File: config.mk
export PLATFORM = sky130hd
export DESIGN_NAME = http_chunked_body_decoder_unit_flat
export DESIGN_NICKNAME = d
export VERILOG_FILES = /design/src/rtl/core/hcbd_pkg.sv /design/src/rtl/core/hcbd_if.sv /design/src/rtl/core/hcbd_size_line.sv /design/src/rtl/core/http_chunked_body_decoder_unit.sv /design/src/flat_wrapper.sv
export SDC_FILE = /design/constraint.sdc
export NUM_CORES = 1
export LEC_CHECK = 0
export BUFFER_PORTS_ARGS = -buffer_cell sky130_fd_sc_hd__clkbuf_2
export CAP_MARGIN = 30
export CELL_PAD_IN_SITES_DETAIL_PLACEMENT = 2
export CELL_PAD_IN_SITES_GLOBAL_PLACEMENT = 2
export CORE_MARGIN = 1
export CORE_UTILIZATION = 38
export CTS_CLUSTER_DIAMETER = 150
export DETAILED_ROUTE_END_ITERATION = 10
export PLACE_DENSITY = 0.88
export SYNTH_ARGS = -nofsm -noshare
export SYNTH_HDL_FRONTEND = slang
export SYNTH_SLANG_ARGS = --single-unit
File: constraint.sdc
create_clock -name clk_i -period 2.96 [get_ports clk_i]
set_input_delay 0.148 -clock clk_i [delete_from_list [all_inputs] [get_ports clk_i]]
set_output_delay 0.148 -clock clk_i [all_outputs]
set_load 0.01 [all_outputs]
File: src/rtl/core/hcbd_pkg.sv
// hcbd_pkg: shared types and constants of the chunked body decoder
// no dependencies; used by the size line parser and the top level

package hcbd_pkg;

  typedef enum logic [3:0] {
    PH_LEAD     = 4'd0,
    PH_HEX      = 4'd1,
    PH_HEXWS    = 4'd2,
    PH_EXT      = 4'd3,
    PH_DATA     = 4'd4,
    PH_TERM1    = 4'd5,
    PH_TERM2OK  = 4'd6,
    PH_TERM2BAD = 4'd7,
    PH_TRAILER  = 4'd8,
    PH_ERROR    = 4'd9
  } hcbd_phase_e;

  typedef enum logic [2:0] {
    ERR_NONE      = 3'd0,
    ERR_NO_LINE   = 3'd1,
    ERR_BAD_SIZE  = 3'd2,
    ERR_TOO_SHORT = 3'd3,
    ERR_BAD_TERM  = 3'd4
  } hcbd_err_e;

  typedef struct packed {
    hcbd_phase_e phase;
    logic        digit_seen;
    logic        bad;
    logic        cr_pending;
  } hcbd_line_t;

  localparam logic [7:0] CharCr   = 8'h0D;
  localparam logic [7:0] CharLf   = 8'h0A;
  localparam logic [7:0] CharSemi = 8'h3B;

endpackage

File: src/rtl/core/hcbd_if.sv
// hcbd_in_if / hcbd_out_if: valid-ready channels of the chunked body decoder
// carry one body byte in, one decoded result out; no dependencies

interface hcbd_in_if;
  logic       valid;
  logic       ready;
  logic [7:0] data_byte;
  logic       body_last;

  modport source (output valid, output data_byte, output body_last, input ready);
  modport sink   (input valid, input data_byte, input body_last, output ready);
endinterface

interface hcbd_out_if;
  logic       valid;
  logic       ready;
  logic [7:0] payload_byte;
  logic       payload_valid;
  logic       body_complete;
  logic [2:0] error_code;

  modport source (output valid, output payload_byte, output payload_valid,
                  output body_complete, output error_code, input ready);
  modport sink   (input valid, input payload_byte, input payload_valid,
                  input body_complete, input error_code, output ready);
endinterface

File: src/rtl/core/hcbd_size_line.sv
// hcbd_size_line: combinational step of the size line parser for one byte
// handles the pending cr, whitespace trimming, hex digits and extensions; uses hcbd_pkg

module hcbd_size_line #(
  parameter int COUNT_BITS = 32
) (
  input  hcbd_pkg::hcbd_line_t  line_i,
  input  logic [COUNT_BITS-1:0] acc_i,
  input  logic [7:0]            byte_i,
  output logic                  eol_o,
  output hcbd_pkg::hcbd_line_t  line_o,
  output logic [COUNT_BITS-1:0] acc_o
);
  import hcbd_pkg::*;

  function automatic logic is_ws(input logic [7:0] c);
    return (c == 8'h20) || ((c >= 8'h09) && (c <= 8'h0D));
  endfunction

  function automatic logic is_hex(input logic [7:0] c);
    return ((c >= 8'h30) && (c <= 8'h39)) || ((c >= 8'h61) && (c <= 8'h66)) ||
           ((c >= 8'h41) && (c <= 8'h46));
  endfunction

  function automatic logic [3:0] hex_val(input logic [7:0] c);
    logic [3:0] v;
    if (c <= 8'h39) begin
      v = c[3:0];
    end else begin
      v = c[3:0] + 4'd9;
    end
    return v;
  endfunction

  hcbd_line_t            line;
  logic [COUNT_BITS-1:0] acc_add;
  logic                  apply;

  // saturating shift-in of one hex digit
  always_comb begin
    if (acc_i[COUNT_BITS-1 -: 4] != 4'd0) begin
      acc_add = '1;
    end else begin
      acc_add = {acc_i[COUNT_BITS-5:0], hex_val(byte_i)};
    end
  end

  always_comb begin
    line  = line_i;
    acc_o = acc_i;
    eol_o = 1'b0;
    apply = 1'b1;
    if (line_i.cr_pending) begin
      line.cr_pending = 1'b0;
      if (byte_i == CharLf) begin
        eol_o = 1'b1;
        apply = 1'b0;
      end else if (!line.bad && line.phase == PH_HEX) begin
        line.phase = PH_HEXWS;
      end
    end
    if (apply) begin
      if (byte_i == CharCr) begin
        line.cr_pending = 1'b1;
      end else if (!line.bad && line.phase != PH_EXT) begin
        case (line.phase)
          PH_LEAD: begin
            if (is_ws(byte_i)) begin
              line.phase = PH_LEAD;
            end else if (is_hex(byte_i)) begin
              acc_o           = acc_add;
              line.digit_seen = 1'b1;
              line.phase      = PH_HEX;
            end else begin
              line.bad = 1'b1;
              if (byte_i == CharSemi) line.phase = PH_EXT;
            end
          end
          PH_HEX: begin
            if (is_hex(byte_i)) begin
              acc_o = acc_add;
            end else if (is_ws(byte_i)) begin
              line.phase = PH_HEXWS;
            end else if (byte_i == CharSemi) begin
              line.phase = PH_EXT;
            end else begin
              line.bad = 1'b1;
            end
          end
          default: begin
            if (!is_ws(byte_i)) line.bad = 1'b1;
          end
        endcase
      end
    end
    line_o = line;
  end

endmodule

File: src/rtl/core/http_chunked_body_decoder_unit.sv
// http_chunked_body_decoder_unit: streaming decoder for a chunked http body
// depends on hcbd_pkg, hcbd_if and hcbd_size_line
//
// in_i carries one body byte per transfer with body_last on the final byte.
// out_o carries exactly one result per input transfer: payload_byte with
// payload_valid for chunk data bytes, body_complete on the byte that closes
// the zero-size line, and error_code flagged once on the byte that decides it.
// Later bytes of a failed body give all-zero results until body_last.
// After the transfer with body_last the decoder is back at the start of a
// size line.
// The result of a byte is registered at its transfer edge. Throughput is one
// byte per clock while out_o.ready holds high, set by the single result
// stage that registers the state and the result in the same cycle.
// A stalled receiver holds the result register; in_i.ready follows
// out_o.ready while a result waits, so no byte is lost or repeated.
// Reset puts the parser at the start of a size line with an empty output.

module http_chunked_body_decoder_unit #(
  parameter int COUNT_BITS = 32
) (
  input  logic        clk_i,
  input  logic        rst_ni,
  hcbd_in_if.sink     in_i,
  hcbd_out_if.source  out_o
);
  import hcbd_pkg::*;

  localparam logic [COUNT_BITS-1:0] CountOne = COUNT_BITS'(1);

  hcbd_line_t            line_q, line_d, line_cls;
  logic [COUNT_BITS-1:0] acc_q, acc_d, acc_cls;
  logic [COUNT_BITS-1:0] rem_q, rem_d;
  logic                  eol;
  logic                  accept;
  logic                  out_valid_q;
  logic [7:0]            pbyte_q, pbyte_d;
  logic                  pvalid_q, pvalid_d;
  logic                  done_q, done_d;
  hcbd_err_e             err_q, err_d;

  hcbd_size_line #(
    .COUNT_BITS(COUNT_BITS)
  ) u_size_line (
    .line_i(line_q),
    .acc_i (acc_q),
    .byte_i(in_i.data_byte),
    .eol_o (eol),
    .line_o(line_cls),
    .acc_o (acc_cls)
  );

  assign in_i.ready = !out_valid_q || out_o.ready;
  assign accept     = in_i.valid && in_i.ready;

  // next state
  always_comb begin
    line_d = line_q;
    acc_d  = acc_q;
    rem_d  = rem_q;
    unique case (line_q.phase) inside
      PH_LEAD, PH_HEX, PH_HEXWS, PH_EXT: begin
        if (!eol) begin
          line_d = line_cls;
          acc_d  = acc_cls;
        end else begin
          if (line_q.bad || !line_q.digit_seen) begin
            line_d.phase = PH_ERROR;
          end else if (acc_q == '0) begin
            line_d.phase = PH_TRAILER;
          end else if (!in_i.body_last) begin
            rem_d        = acc_q;
            line_d.phase = PH_DATA;
          end
          line_d.digit_seen = 1'b0;
          line_d.bad        = 1'b0;
          line_d.cr_pending = 1'b0;
          acc_d             = '0;
        end
      end
      PH_DATA: begin
        rem_d = rem_q - CountOne;
        if (!in_i.body_last && rem_q == CountOne) line_d.phase = PH_TERM1;
      end
      PH_TERM1: begin
        if (!in_i.body_last) begin
          line_d.phase = (in_i.data_byte == CharCr) ? PH_TERM2OK : PH_TERM2BAD;
        end
      end
      PH_TERM2OK, PH_TERM2BAD: begin
        if (line_q.phase == PH_TERM2OK && in_i.data_byte == CharLf) begin
          if (!in_i.body_last) line_d.phase = PH_LEAD;
        end else begin
          line_d.phase = PH_ERROR;
        end
      end
      default: begin
        line_d = line_q;
      end
    endcase
    if (in_i.body_last) begin
      line_d = '{phase: PH_LEAD, digit_seen: 1'b0, bad: 1'b0, cr_pending: 1'b0};
      acc_d  = '0;
      rem_d  = '0;
    end
  end

  // result of the byte
  always_comb begin
    pbyte_d  = 8'h00;
    pvalid_d = 1'b0;
    done_d   = 1'b0;
    err_d    = ERR_NONE;
    unique case (line_q.phase) inside
      PH_LEAD, PH_HEX, PH_HEXWS, PH_EXT: begin
        if (!eol) begin
          if (in_i.body_last) err_d = ERR_NO_LINE;
        end else if (line_q.bad || !line_q.digit_seen) begin
          err_d = ERR_BAD_SIZE;
        end else if (acc_q == '0) begin
          done_d = 1'b1;
        end else if (in_i.body_last) begin
          err_d = ERR_TOO_SHORT;
        end
      end
      PH_DATA: begin
        pbyte_d  = in_i.data_byte;
        pvalid_d = 1'b1;
        if (in_i.body_last) err_d = ERR_TOO_SHORT;
      end
      PH_TERM1: begin
        if (in_i.body_last) err_d = ERR_TOO_SHORT;
      end
      PH_TERM2OK, PH_TERM2BAD: begin
        if (line_q.phase == PH_TERM2OK && in_i.data_byte == CharLf) begin
          if (in_i.body_last) err_d = ERR_NO_LINE;
        end else begin
          err_d = ERR_BAD_TERM;
        end
      end
      default: begin
        err_d = ERR_NONE;
      end
    endcase
  end

  always_ff @(posedge clk_i or negedge rst_ni) begin
    if (!rst_ni) begin
      line_q      <= '{phase: PH_LEAD, digit_seen: 1'b0, bad: 1'b0, cr_pending: 1'b0};
      acc_q       <= '0;
      rem_q       <= '0;
      out_valid_q <= 1'b0;
    end else begin
      if (accept) begin
        line_q <= line_d;
        acc_q  <= acc_d;
        rem_q  <= rem_d;
      end
      out_valid_q <= accept || (out_valid_q && !out_o.ready);
    end
  end

  always_ff @(posedge clk_i) begin
    if (accept) begin
      pbyte_q  <= pbyte_d;
      pvalid_q <= pvalid_d;
      done_q   <= done_d;
      err_q    <= err_d;
    end
  end

  assign out_o.valid         = out_valid_q;
  assign out_o.payload_byte  = pbyte_q;
  assign out_o.payload_valid = pvalid_q;
  assign out_o.body_complete = done_q;
  assign out_o.error_code    = err_q;

  a_payload_err: assert property (@(posedge clk_i) disable iff (!rst_ni)
    out_o.valid && out_o.payload_valid |->
      (out_o.error_code == ERR_NONE || out_o.error_code == ERR_TOO_SHORT))
    else $error("payload transfer with an unexpected error code");

  a_complete_clean: assert property (@(posedge clk_i) disable iff (!rst_ni)
    out_o.valid && out_o.body_complete |->
      (!out_o.payload_valid && out_o.error_code == ERR_NONE))
    else $error("body completion combined with payload or error");

  a_last_restarts: assert property (@(posedge clk_i) disable iff (!rst_ni)
    accept && in_i.body_last |=>
      (line_q.phase == PH_LEAD && !line_q.cr_pending && acc_q == '0))
    else $error("parser not restarted after the final byte");

  a_data_count: assert property (@(posedge clk_i) disable iff (!rst_ni)
    line_q.phase == PH_DATA |-> rem_q != '0)
    else $error("data phase with no bytes left");

  a_no_take_stalled: assert property (@(posedge clk_i) disable iff (!rst_ni)
    out_valid_q && !out_o.ready |-> !in_i.ready)
    else $error("input taken while a result is stalled");

endmodule
File: src/flat_wrapper.sv
// flat-port wrapper written by rule: the top's interface ports become plain ports
module http_chunked_body_decoder_unit_flat import hcbd_pkg::*;
#(
  parameter int COUNT_BITS = 32
)
  (clk_i, rst_ni, in_i_valid, in_i_data_byte, in_i_body_last, in_i_ready, out_o_valid, out_o_payload_byte, out_o_payload_valid, out_o_body_complete, out_o_error_code, out_o_ready);
  hcbd_in_if in_i_i ();
  hcbd_out_if out_o_i ();
  input  logic clk_i;
  input  logic rst_ni;
  input wire logic [$bits(in_i_i.valid)-1:0] in_i_valid;
  input wire logic [$bits(in_i_i.data_byte)-1:0] in_i_data_byte;
  input wire logic [$bits(in_i_i.body_last)-1:0] in_i_body_last;
  output wire logic [$bits(in_i_i.ready)-1:0] in_i_ready;
  output wire logic [$bits(out_o_i.valid)-1:0] out_o_valid;
  output wire logic [$bits(out_o_i.payload_byte)-1:0] out_o_payload_byte;
  output wire logic [$bits(out_o_i.payload_valid)-1:0] out_o_payload_valid;
  output wire logic [$bits(out_o_i.body_complete)-1:0] out_o_body_complete;
  output wire logic [$bits(out_o_i.error_code)-1:0] out_o_error_code;
  input wire logic [$bits(out_o_i.ready)-1:0] out_o_ready;
  assign in_i_i.valid = in_i_valid;
  assign in_i_i.data_byte = in_i_data_byte;
  assign in_i_i.body_last = in_i_body_last;
  assign in_i_ready = in_i_i.ready;
  assign out_o_valid = out_o_i.valid;
  assign out_o_payload_byte = out_o_i.payload_byte;
  assign out_o_payload_valid = out_o_i.payload_valid;
  assign out_o_body_complete = out_o_i.body_complete;
  assign out_o_error_code = out_o_i.error_code;
  assign out_o_i.ready = out_o_ready;
  http_chunked_body_decoder_unit #(.COUNT_BITS(COUNT_BITS)) u_core (.clk_i(clk_i), .rst_ni(rst_ni), .in_i(in_i_i), .out_o(out_o_i));
endmodule
=== After elaboration in Yosys (flattened, before gate mapping) ===
Index checks and enable logic that the tools add are counted.

* Flip-flop bits (word level): 85
* Output and inout port bits: 15
* Logic and storage cells: 150

* Add/subtract/negate cells: 2
* Order comparisons: 8
* Eq/ne operators: 24
* Mux-type cells: 60
* Bitwise gates (word level): 2
* Reduce and logical (&&, ||, !) cells: 43

{| class="wikitable"
|+ Operators by type and width
! cell !! number
|-
| $mux 32 || 13
|-
| $pmux 32 s2 || 2
|-
| $mux 4 || 13
|-
| $eq 32x1->1 const B || 1
|-
| $logic_not 32->1 || 1
|-
| $sub 32x1->32 const B || 1
|-
| $mux 7 || 3
|-
| $eq 4x3->1 const B || 4
|-
| $eq 8x4->1 const B || 2
|-
| $eq 8x6->1 const B || 2
|-
| $ge 8x7->1 const B || 2
|-
| $le 8x7->1 const B || 2
|-
| $mux 1 || 16
|-
| $ne 4x3->1 const B || 4
|-
| $pmux 4 s4 || 1
|-
| $mux 3 || 5
|-
| $reduce_bool 3->1 || 5
|-
| $mux 6 || 2
|-
| $logic_and 1x1->1 || 10
|-
| $ne 3x2->1 const B || 3
|-
| $ne 3x3->1 const B || 3
|-
| $pmux 3 s3 || 1
|-
| $reduce_and 9->1 || 1
|-
| $eq 4x1->1 const B || 2
|-
| other kinds (25) || 40
|}

=== Depth between registers and ports, before layout ===
Gate-level depths: netlist of run 1.

* Depth after elaboration: 15
* Depth in mapped cells: 10
* Mapped depth without buffers: 8

=== Modules after synthesis ===
From an unflattened synthesis of run 1, not the netlist that was laid out.

* Cells, all modules: 676
* Area total of the unflattened synthesis: 5,679.2 um^2

{| class="wikitable"
|+ Modules (own cells, without submodules)
! module !! instances !! cells each !! area each (um^2)
|-
| http_chunked_body_decoder_unit || 1 || 511 || 4,581.9
|-
| hcbd_size_line || 1 || 165 || 1,097.3
|}

=== Worst setup path after synthesis of run 1 ===
Ideal clock, no wire load.

* Path kind: input-to-reg
* Start: input in_i_data_byte[4]
* End: register u_core.rem_q[0]
* Library setup time: 80 ps
* Arrival time: 2,274 ps
* Path slack: 607 ps
* Stages: 9
* Path buffers: 3
* Cell sequence: or4b_1 -> buf_2 -> or4b_1 -> buf_2 -> nor3_2 -> a21oi_2 -> or2_4 -> buf_6 -> o22ai_2

* Longest elaborated chain between the ends: 5

{| class="wikitable"
|+ RTL lines
! element !! RTL line !! source
|-
| start: declaration || flat_wrapper.sv:12 || <nowiki>input wire logic [$bits(in_i_i.data_byte)-1:0] in_i_data_byte;</nowiki>
|-
| $eq 8x4->1 || hcbd_size_line.sv:55 || <nowiki>if (byte_i == CharLf) begin</nowiki>
|-
| $mux 1 || hcbd_size_line.sv:55 ||
|-
| $mux 1 || hcbd_size_line.sv:53 || <nowiki>if (line_i.cr_pending) begin</nowiki>
|-
| $ne 3x2->1 (no source line) || - ||
|-
| $reduce_and 5->1 (no source line) || - ||
|-
| end signal: assignment || http_chunked_body_decoder_unit.sv:156 || <nowiki>rem_q <= rem_d;</nowiki>
|-
| end: declaration || http_chunked_body_decoder_unit.sv:32 || <nowiki>logic [COUNT_BITS-1:0] rem_q, rem_d;</nowiki>
|}

Every way passes these cells.
A chain may end at the register's enable or synchronous reset.

=== Worst setup path after layout of run 1 ===
* Start: register u_core.acc_q[0]
* End: register u_core.rem_q[21]

* Longest elaborated chain between the ends: 3

{| class="wikitable"
|+ RTL lines
! element !! RTL line !! source
|-
| start: declaration || http_chunked_body_decoder_unit.sv:31 || <nowiki>logic [COUNT_BITS-1:0] acc_q, acc_d, acc_cls;</nowiki>
|-
| start signal: assignment || http_chunked_body_decoder_unit.sv:149 || <nowiki>acc_q <= '0;</nowiki>
|-
| start signal: assignment || http_chunked_body_decoder_unit.sv:155 || <nowiki>acc_q <= acc_d;</nowiki>
|-
| $logic_not 32->1 || http_chunked_body_decoder_unit.sv:68 || <nowiki>end else if (acc_q == '0) begin</nowiki>
|-
| $ne 3x3->1 (no source line) || - ||
|-
| $reduce_and 5->1 (no source line) || - ||
|}

Every way passes these cells.

==> results of run 1 <==
[per-layer routing]
| layer | global-route usage [%] | up-vias | share of wire (%) | routed length (um) |
|---|---|---|---|---|
| met5 | 0 | - | 0 | 0 |
| met1 | 32.9 | 2366 | 44 | 7420 |
| li1 | - | 2118 | - | - |
| met2 | 48.0 | 69 | 51 | 8690 |
| met3 | 3.22 | 38 | 2.1 | 355 |
| met4 | 11.5 | 0 | 2.7 | 456 |
[path summary, 6_finish.rpt]
path | from | to | cells past startpoint
max | u_core.acc_q[0] | u_core.rem_q[21] | 6
min | in_i_valid | u_core.out_o.valid | 2
max reg2reg | u_core.acc_q[0] | u_core.rem_q[21] | 6
min reg2reg | u_core.rem_q[13] | u_core.rem_q[13] | 2
max in group asynchronous | rst_ni | u_core.rem_q[27] | 3
min in group asynchronous | rst_ni | u_core.acc_q[12] | 2
[power by group through the flow]
stage / logic (mW) / clock network [mW] / registers, mW
after floorplan: 0.531 / 0 / 1.52
after global placement: 0.734 / 0 / 1.59
after detailed placement: 0.794 / 0 / 1.60
after CTS: 0.812 / 1.20 / 1.59
after global routing: 0.907 / 1.24 / 1.61
final: 0.819 / 1.18 / 1.59
[registers in the layout, summed over array words and instances (netlist names)]
register,cells
u_core.out_o.payload_byte,8
u_core.line_q,7
u_core.acc_q,32
u_core.out_o.error_code,3
u_core.out_o.valid,1
u_core.out_o.body_complete,1
u_core.out_o.payload_valid,1
u_core.rem_q,32
[cell families after synthesis]
kind of cell               share of synthesized area (%)
AOI/OAI and AO/OA                                   22.5
xor gates and xnor gates                           0.527
adders and majority gates                           1.51
buffers and inverters                               6.76
DFF                                                 44.0
muxes                                               6.05
and+or+nand+nor                                     18.7
[stage by stage]
stage,setup WS [ps],utilization (%),hold slack [ps],std cells,cell area (um^2)
finish,377,44.2,9.74,770,5630
global placement,295,41.6,353,752,5290
global route,228,44.2,15.0,770,5630
detailed placement,213,41.6,361,752,5290
CTS,185,44.0,6.28,769,5600
floorplan,607,-,-148,578,4980
[critical path, cell delays in order (launching register included)]
cell	delay, ps
dfrtp_1	450
nor4_1	350
nand4_1	160
or4_1	670
a21oi_2	240
or2_4	420
o21ai_1	160
[repair_timing]
| action | CTS | global route |
|---|---|---|
| hold buffers | 1 | 0 |
| endpoints found under the setup margin | 0 | 1 |
| hold endpoints to repair | 34 | 0 |
| buffers inserted | 0 | 0 |
| resized for setup | 0 | 1 |
[Yosys cell counts (13+ instances only)]
cell | n | area, um^2
dfrtp_1 | 72 | 1800
edfxtp_1 | 13 | 390
nor2_1 | 51 | 191
nand2_1 | 24 | 90.1
clkbuf_1 | 24 | 90.1
mux2i_1 | 29 | 290
o21ai_0 | 44 | 220
o21ai_1 | 58 | 290
nor4_1 | 13 | 81.3
a21oi_1 | 39 | 195
inv_1 | 44 | 165
nor3_1 | 31 | 155
[area by class of cell]
| cell class | instances | area (um^2) |
|---|---|---|
| inverters | 45 | 169 |
| multi-input cells | 410 | 2470 |
| fillers | 1436 | 7090 |
| flip-flops and latches | 85 | 2190 |
| well taps | 172 | 215 |
| repair buffers | 42 | 285 |
| clock buffers | 15 | 268 |
| clock inverters | 1 | 30.0 |
==> results summary, run 1 <==
The library cell used most frequently in the layout, excluding fill and tap cells, is dfrtp_1. The maximum root-to-sink buffer count came out at 2. The final clock skew came out at 6.39 ps. The highest fanout seen on the critical path is 30.

The area of the mapped netlist came out at 4980 um^2. The net switching fraction of the power came out at 34.1%. Setup repair after global routing left no endpoint under its margin.

The DRC violations left came out at 0. The clock slew at the register clock pins of the worst setup and hold paths came out at 60 ps. The placer congestion estimate came out at 0.825. The flip-flop and latch count after synthesis is 85. The total inserted antenna cells is 0. The analysis attributes to cell leakage a power of 2.49 nW. The worst setup path is captured at a flip-flop. For the final routed database, the setup TNS stands at 0 ps. The routed via count came out at 4591.

Total power for the finished layout comes to 3.59 mW. Measured against its own limit, the worst slew margin works out to 52.2%. The clock drives 85 sinks. The synthesis-to-finish area growth came out at 13.0%.

The worst hold path belongs to the class input pin to flip-flop. The effective utilization at floorplan is 39.2%. The areal power density over the cells is 638 nW/um^2. In the layout the commonest cells are dfrtp_1 (72), o21ai_1 (57), nor2_1 (51). The power dissipated by switching net loads is 1.23 mW. The worst setup path is of the flip-flop to flip-flop kind. The flow ran to the end, and the final reports show no timing, DRC or antenna violations. The combinational share of power is 22.8%.

The wire length reported by the detailed router came out at 16.9 mm. In the routed layout, each cell is associated on average with a via count of 5.96. In this run the standard cell core region covers 12700 um^2. The global routing usage summed across all routing layers came out at 27.0%. The number of buffers created by CTS came out at 9.

The TritonCTS clock tree is done. The slew at the pin with the worst max-slew slack is 707 ps. The register-to-register setup slack came out at 380 ps. The number of port buffers is 27.

Measured along the y axis, the die boundary spans 117 um. The post-synthesis instance total is 578. Subtracting the final worst setup slack from the clock period gives 2580 ps. In this run the clock root is driven by a clkbuf_16. The post-route netlist has 10.7% of its cells at a drive strength greater than 1. The insertion delay to the later sink of the worst-skew pair came out at 350 ps.

The highest clock frequency the design can meet came out at 387 MHz. The final hold violation count is 0. The final net count came out at 612. The proportion of power drawn by flip-flops and latches is 44.4%. The critical path arrival came out at 2790 ps. The DRC marker count from the first detailed-route iteration is 250. The H-tree was split into 3 levels. In the synthesized netlist the dominant register cell turns out to be dfrtp_1. The number of slew-limit violations in the final report is 0. During synthesis, Yosys emitted a total of 0 warnings. The detailed-routing iteration count for the pre-antenna-repair pass is 4. Max-cap violations in this run came to 0. At the worst endpoint, the required time is 3170 ps. The worst setup path is launched from a flip-flop.

The average cell area after synthesis came out at 8.62 um^2. The pin count of the biggest net entering global routing came out at 73. VDD sags by at most 0.311 mV. After legalization and detailed placement, the total HPWL measured 11.5 mm.

Counting flops with a built-in enable in the synthesized netlist gives 13. The overall die area came out at 13600 um^2. The count of different cell masters after synthesis is 63. The number of nets still failing antenna checks after routing came out at 0.

After synthesis, the share of flip-flops with an asynchronous set or reset is 84.7%. The number of global-route vias before repair came out at 4958. The post-synthesis sequential area ratio is 44.0%.

The remaining global-route overflow is 0. The final worst-path cycle share is 87.3%. The detailed-route wire length per cell came out at 22.0 um. The total nets after synthesis is 597.

The horizontal die dimension is 117 um. The first-pass GRT wire length came out at 27.2 mm. The I/O pin count came out at 28. The floorplan has 41 rows. Setup violations remaining at the end of the flow were counted as 0. The internal power component came out at 2.36 mW.

The initial antenna violation count is 0. Of the total power, the clock network draws 32.8%.
Power figures use the tool's default switching activity.
==> run 2: changes to the inputs <==
--- a/config.mk
+++ b/config.mk
@@ -14,6 +14,7 @@
 export CTS_CLUSTER_DIAMETER = 150
 export DETAILED_ROUTE_END_ITERATION = 10
 export PLACE_DENSITY = 0.88
+export REMOVE_ABC_BUFFERS = 1
 export SYNTH_ARGS = -nofsm -noshare
 export SYNTH_HDL_FRONTEND = slang
 export SYNTH_SLANG_ARGS = --single-unit
==> results summary, run 2 (same netlist as run 1, synthesis figures left out) <==
The H-tree depth reported by CTS was 3 (unchanged). The register-to-register setup slack is 330 ps (-50 ps). The total inserted antenna cells came out at 0 (unchanged). The share of layout cells above drive strength 1 is 10.7% (-0.018 points). The TritonCTS clock tree is done. The maximum root-to-sink buffer count is 2 (unchanged). From synthesis to final layout, the design area changed by 12.2%.

The first-pass GRT wire length was 27.7 mm (+2.0%). The critical path data required time is 3240 ps (+70 ps). The worst setup slack after placement is 348 ps (+135 ps).

The slew at the pin with the worst max-slew slack came out at 599 ps (-107 ps). The wire length reported by the detailed router came out at 17.0 mm (+0.50%). The DRC violations left is 0 (unchanged). The post-layout total power is 3.42 mW (-4.8%). The met3 routed wirelength is 519 um (+46%).

STA classifies the critical path startpoint as a flip-flop. The critical path arrival came out at 2910 ps (+120 ps). The post-CTS setup repair buffer count came out at 0 (unchanged). The placeable core region is 12700 um^2 (unchanged).

The post-placement cell count came out at 753 (+0.13%). The placer congestion estimate came to 0.894 (+8.4%). The post-route core utilization is 43.9% (-0.31 points). The sink count of the clock tree came out at 85 (unchanged). The reported max-cap violation count was 0 (unchanged). The number of buffers created by CTS came out at 9 (unchanged).

Setup repair after global routing left no endpoint under its margin. The via-per-instance ratio came out at 5.98 (+0.37%). The number of global-route vias before repair is 5065 (+2.2%). The number of fill cells is 1469 (+2.3%). The number of port buffers came out at 27 (unchanged). The number of standard cells in the final layout excluding fillers is 771 (+0.13%). The sequential standard cell area came out at 2190 um^2 (unchanged).

The insertion delay to the later sink of the worst-skew pair came to 360 ps (about the same). The final setup violation count is 0 (unchanged). The horizontal die dimension came to 117 um (unchanged). The top cell types in the final layout, fill and taps aside, are dfrtp_1 (72), o21ai_1 (57), nor2_1 (51). The setup slack of the critical path after layout came out at 328 ps (-49.5 ps). The pin count of the biggest net entering global routing is 73 (unchanged). The total leakage power came out at 2.48 nW (-0.56%). The number of nets still failing antenna checks after routing is 0 (unchanged). The routed metal-1 wirelength came out at 7.48 mm (+0.81%). The post-DP HPWL is 11.8 mm (+2.2%). The number of slew-limit violations in the final report came out at 0 (unchanged). The detailed-route wire length per cell is 22.1 um (+0.37%).

The final worst-path cycle share came out at 88.9% (+1.7 points). The highest routing layer actually used is met4. The highest fanout seen on the critical path is 34 (+13%). The final clock skew came out at 9.36 ps (+2.96 ps). The I/O pin count is 28 (unchanged).

The global routing usage summed across all routing layers came to 27.3% (+0.31 points). The peak supply drop is 0.212 mV (-32%). The highest clock frequency the design can meet is 380 MHz (-1.9%).

The effective utilization at floorplan is 39.2% (unchanged). The worst setup path is captured at a flip-flop. The post-route minimum period is 2630 ps (+49.5 ps). The run finished with clean final reports. The initial antenna violation count came out at 0 (unchanged).

The leading cell type in the layout, fill and taps excluded is dfrtp_1. The number of placement rows was 41 (unchanged). The routed via count came out at 4614 (+0.50%).

The number of resized instances in the post-cts repair step came out at 0 (unchanged). The remaining global-route overflow is 0 (unchanged). The areal power density over the cells is 611 nW/um^2 (-4.1%). The worst max-slew margin expressed relative to the limit is 59.9% (+7.7 points). The CTS root buffer is clkbuf_16. The DRC marker count from the first detailed-route iteration came out at 260 (+4.0%). The clock slew at the register clock pins of the worst setup and hold paths is 60 ps (about the same). The detailed-routing iteration count for the pre-antenna-repair pass came to 4 (unchanged). The combined area of the multi-input logic cells is 2460 um^2 (-0.20%).

The wire length on met2 is 8.61 mm (-0.94%). The final net count came out at 613 (+0.16%). The die height was 117 um (unchanged). The final hold violation count came out at 0 (unchanged). The overall die area is 13600 um^2 (unchanged). The class of the tightest hold or removal check is input pin to flip-flop.

The worst setup path is of the flip-flop to flip-flop kind. The setup total negative slack is 0 ps (unchanged).
## run 2: worst paths after layout
path / startpoint / to / depth (start not counted)
max: u_core.acc_q[10] / u_core.rem_q[27] / 7
min in group asynchronous: rst_ni / u_core.acc_q[30] / 2
max reg2reg: u_core.acc_q[10] / u_core.rem_q[27] / 7
min reg2reg: u_core.rem_q[19] / u_core.rem_q[19] / 2
min: in_i_valid / u_core.out_o.valid / 2
max in group asynchronous: rst_ni / u_core.acc_q[12] / 3
## run 2: cell type report
| type | count | area share [%] |
|---|---|---|
| multi-input cells | 410 | 44.1 |
| flip-flops and latches | 85 | 39.2 |
| repair buffers | 43 | 5.24 |
| clock buffers | 13 | 4.30 |
| well taps | 172 | 3.85 |
| inverters | 45 | 3.02 |
| clock inverters | 3 | 0.269 |
## run 2: repair_timing
item	in CTS	in global routing
hold buffers	0	1
setup endpoints to repair	0	0
endpoints found under the hold margin	0	72
## run 2: worst max-delay path: stages, from the launching register on
cell and delay (ps):
dfrtp_1 420, nor4_1 500, nand4_1 200, or4_1 620, a21oi_2 170, buf_4 390
o21ai_1 140, o21ai_1 100
## run 2: power by group
group / total, mW / switching [mW] / leakage (nW) / internal (mW)
Clock: 1.04 / 0.471 / 0.127 / 0.566
Combinational: 0.779 / 0.498 / 1.31 / 0.281
Sequential: 1.60 / 0.228 / 1.03 / 1.37
## run 2: through the flow
stage / cell area [um^2] / hold slack, ps
finish: 5590 / 6.19
global route: 5590 / 7.90
CTS: 5550 / 5.11
detailed placement: 5300 / 364
global placement: 5300 / 357
floorplan: 4810 / -148
## run 2: layer usage
metal	global-route usage [%]	up-vias
met5	0	-
met4	11.5	0
met3	4.15	25
met2	47.3	75
met1	33.8	2396
li1	-	2118
==> run 3: changes to the inputs <==
--- a/config.mk
+++ b/config.mk
@@ -13,8 +13,9 @@
 export CORE_UTILIZATION = 38
 export CTS_CLUSTER_DIAMETER = 150
 export DETAILED_ROUTE_END_ITERATION = 10
-export PLACE_DENSITY = 0.88
+export PLACE_DENSITY_LB_ADDON = 0.1
 export REMOVE_ABC_BUFFERS = 1
+export SKIP_CTS_REPAIR_TIMING = 1
 export SYNTH_ARGS = -nofsm -noshare
 export SYNTH_HDL_FRONTEND = slang
 export SYNTH_SLANG_ARGS = --single-unit
==> constraint.sdc (replaced) <==
create_clock -name clk_i -period 2.96 [get_ports clk_i]
set_input_delay 0.592 -clock clk_i [delete_from_list [all_inputs] [get_ports clk_i]]
set_output_delay 0.592 -clock clk_i [all_outputs]
set_load 0.01 [all_outputs]
==> results summary, run 3 (same netlist as run 1, synthesis figures left out) <==
The tightest min-delay check is of the input pin to asynchronous set/reset pin type. The setup total negative slack is 0 ps (unchanged). The highest clock frequency the design can meet is 355 MHz (-6.5%). The run finished with clean final reports.

The die height was 117 um (unchanged). The DRC marker count from the first detailed-route iteration came out at 204 (-22%). The sink count of the clock tree is 85 (unchanged).

The final worst-path cycle share came out at 95.1% (+6.2 points). TritonCTS built the clock tree. The worst max-slew margin expressed relative to the limit was 51.6% (-8.3 points). The routed via count came out at 4697 (+1.8%). The pin count of the biggest net entering global routing is 46 (-37%). The placeable core region came out at 12700 um^2 (unchanged). The number of nets still failing antenna checks after routing came out at 0 (unchanged). The worst setup path is launched from a flip-flop. The critical path arrival is 3030 ps (+120 ps). The via-per-instance ratio is 5.97 (-0.27%). From synthesis to final layout, the design area changed by 15.7%. The total inserted antenna cells is 0 (unchanged). The number of global-route vias before repair was 5270 (+4.0%).

The net switching fraction of the power came out at 33.7% (-1.3 points). The global routing usage summed across all routing layers is 28.3% (+0.97 points). The final net count is 629 (+2.6%). The detailed-routing iteration count for the pre-antenna-repair pass came out at 4 (unchanged). The total leakage power was 2.58 nW (+4.2%). The post-route minimum period is 2820 ps (+183 ps). The first-pass GRT wire length is 28.6 mm (+3.3%). The initial antenna violation count came out at 0 (unchanged). The proportion of power drawn by flip-flops and latches is 43.7% (-3.2 points).

The number of buffers created by CTS is 9 (unchanged). The effective utilization at floorplan is 39.2% (unchanged). The worst register-to-register path ends at u_core.rem_q[18]. The worst setup path is of the flip-flop to flip-flop kind. The reported max-cap violation count is 0 (unchanged). The detailed-route wire length per cell came to 22.6 um (+2.4%). The slew at the pin with the worst max-slew slack came out at 723 ps (+124 ps). The number of port buffers is 27 (unchanged). The clock slew at the register clock pins of the worst setup and hold paths is 60 ps (about the same).

The horizontal die dimension is 117 um (unchanged). The share of layout cells above drive strength 1 is 13.3% (+2.6 points). The final design area excluding fillers came out at 5760 um^2 (+3.1%). The critical path data required time is 3180 ps (-60 ps). The placer congestion estimate is 0.837 (-6.4%). The placed instance area came to 5460 um^2 (+3.0%). The CTS root buffer is clkbuf_16. The insertion delay to the later sink of the worst-skew pair is 350 ps (about the same). The final hold violation count is 0 (unchanged). Leaving out fill and tap cells, the most frequent cell in the layout is dfrtp_1.

The number of fill cells came to 1440 (-2.0%). The register-to-register setup slack was 140 ps (-180 ps). The number of placement rows came out at 41 (unchanged). The power dissipated by switching net loads came to 1.22 mW (+2.3%). The power share of the clock group came out at 33.6% (+3.3 points).

The library cells used most frequently in the layout, excluding fill and tap cells, are dfrtp_1 (72), o21ai_1 (57), nor2_1 (51). The maximum root-to-sink buffer count came to 2 (unchanged). The H-tree depth reported by CTS came to 3 (unchanged).

The number of slew-limit violations in the final report is 0 (unchanged). The internal power component is 2.41 mW (+8.6%). The peak supply drop was 0.287 mV (+36%). The wire length reported by the detailed router is 17.8 mm (+4.5%). The remaining global-route overflow came out at 0 (unchanged). The highest fanout seen on the critical path is 30 (-12%). The worst setup slack after placement is 30.0 ps (-318 ps). The setup slack of the critical path after layout is 145 ps (-183 ps).

The final clock skew came out at 8.12 ps (-1.23 ps). The number of cells on the worst reg-to-reg path came to 6 (-1). Setup repair after global routing left no endpoint under its margin. The areal power density over the cells is 631 nW/um^2 (+3.2%).

The type of element capturing the critical path is a flip-flop. The final setup violation count was 0 (unchanged). The post-DP HPWL came out at 12.5 mm (+6.6%). The DRC violations left is 0 (unchanged). The overall die area is 13600 um^2 (unchanged).

The I/O pin count came out at 28 (unchanged). The combinational share of power came out at 22.7% (about the same). The startpoint identified for the worst register-to-register timing path is u_core.acc_q[10].
## run 3: routing by layer
metal | GRT usage (%) | vias to the layer above | part of all wire [%] | wire (um)
met2 | 52.0 | 80 | 53 | 9400
met3 | 3.58 | 34 | 2.4 | 428
met1 | 33.2 | 2427 | 42 | 7490
met5 | 0 | - | 0 | 0
met4 | 11.5 | 0 | 2.5 | 452
li1 | - | 2156 | - | -
## run 3: area by class of cell
cell class,instances,area (um^2),share of cell area [%]
clock buffers,10,229,3.97
inverters,45,169,2.93
multi-input cells,410,2460,42.8
flip-flops and latches,85,2190,38.0
well taps,172,215,3.73
repair buffers,59,415,7.21
clock inverters,6,77.6,1.35
## run 3: through the flow
stage	hold WS [ps]	utilization [%]	cells	power, mW
after global routing	315	45.3	787	3.81
final	271	45.3	787	3.63
after detailed placement	486	42.9	771	2.42
after CTS	283	45.3	787	3.66
after global placement	479	42.8	770	2.36
after floorplan	296	-	540	2.03
## run 3: critical path, stage by stage (launching register included)
cell and delay (ps):
dfrtp_1 420, nor4_1 480, nand4_1 250, or4_1 700, a21oi_2 240, or2_4 430
o21ai_1 150
## run 3: worst max path at each step
stage / to / from / depth (start not counted) / slack [ps]
floorplan: u_core.acc_q[3] / in_i_data_byte[4] / 6 / -1320
global placement: u_core.acc_q[0] / in_i_data_byte[0] / 8 / -20
detailed placement: u_core.acc_q[21] / in_i_data_byte[4] / 9 / 30
CTS: u_core.rem_q[18] / u_core.acc_q[1] / 6 / 150
global route: u_core.rem_q[18] / u_core.acc_q[10] / 6 / 20
finish: u_core.rem_q[18] / u_core.acc_q[10] / 6 / 140
## run 3: power groups by stage
stage	registers [mW]	clock network [mW]	logic (mW)
6_report	1.59	1.22	0.826
2_1_floorplan	1.52	0	0.506
3_3_place_gp	1.59	0	0.767
4_1_cts	1.59	1.24	0.832
5_1_grt	1.61	1.28	0.915
3_5_place_dp	1.60	0	0.818
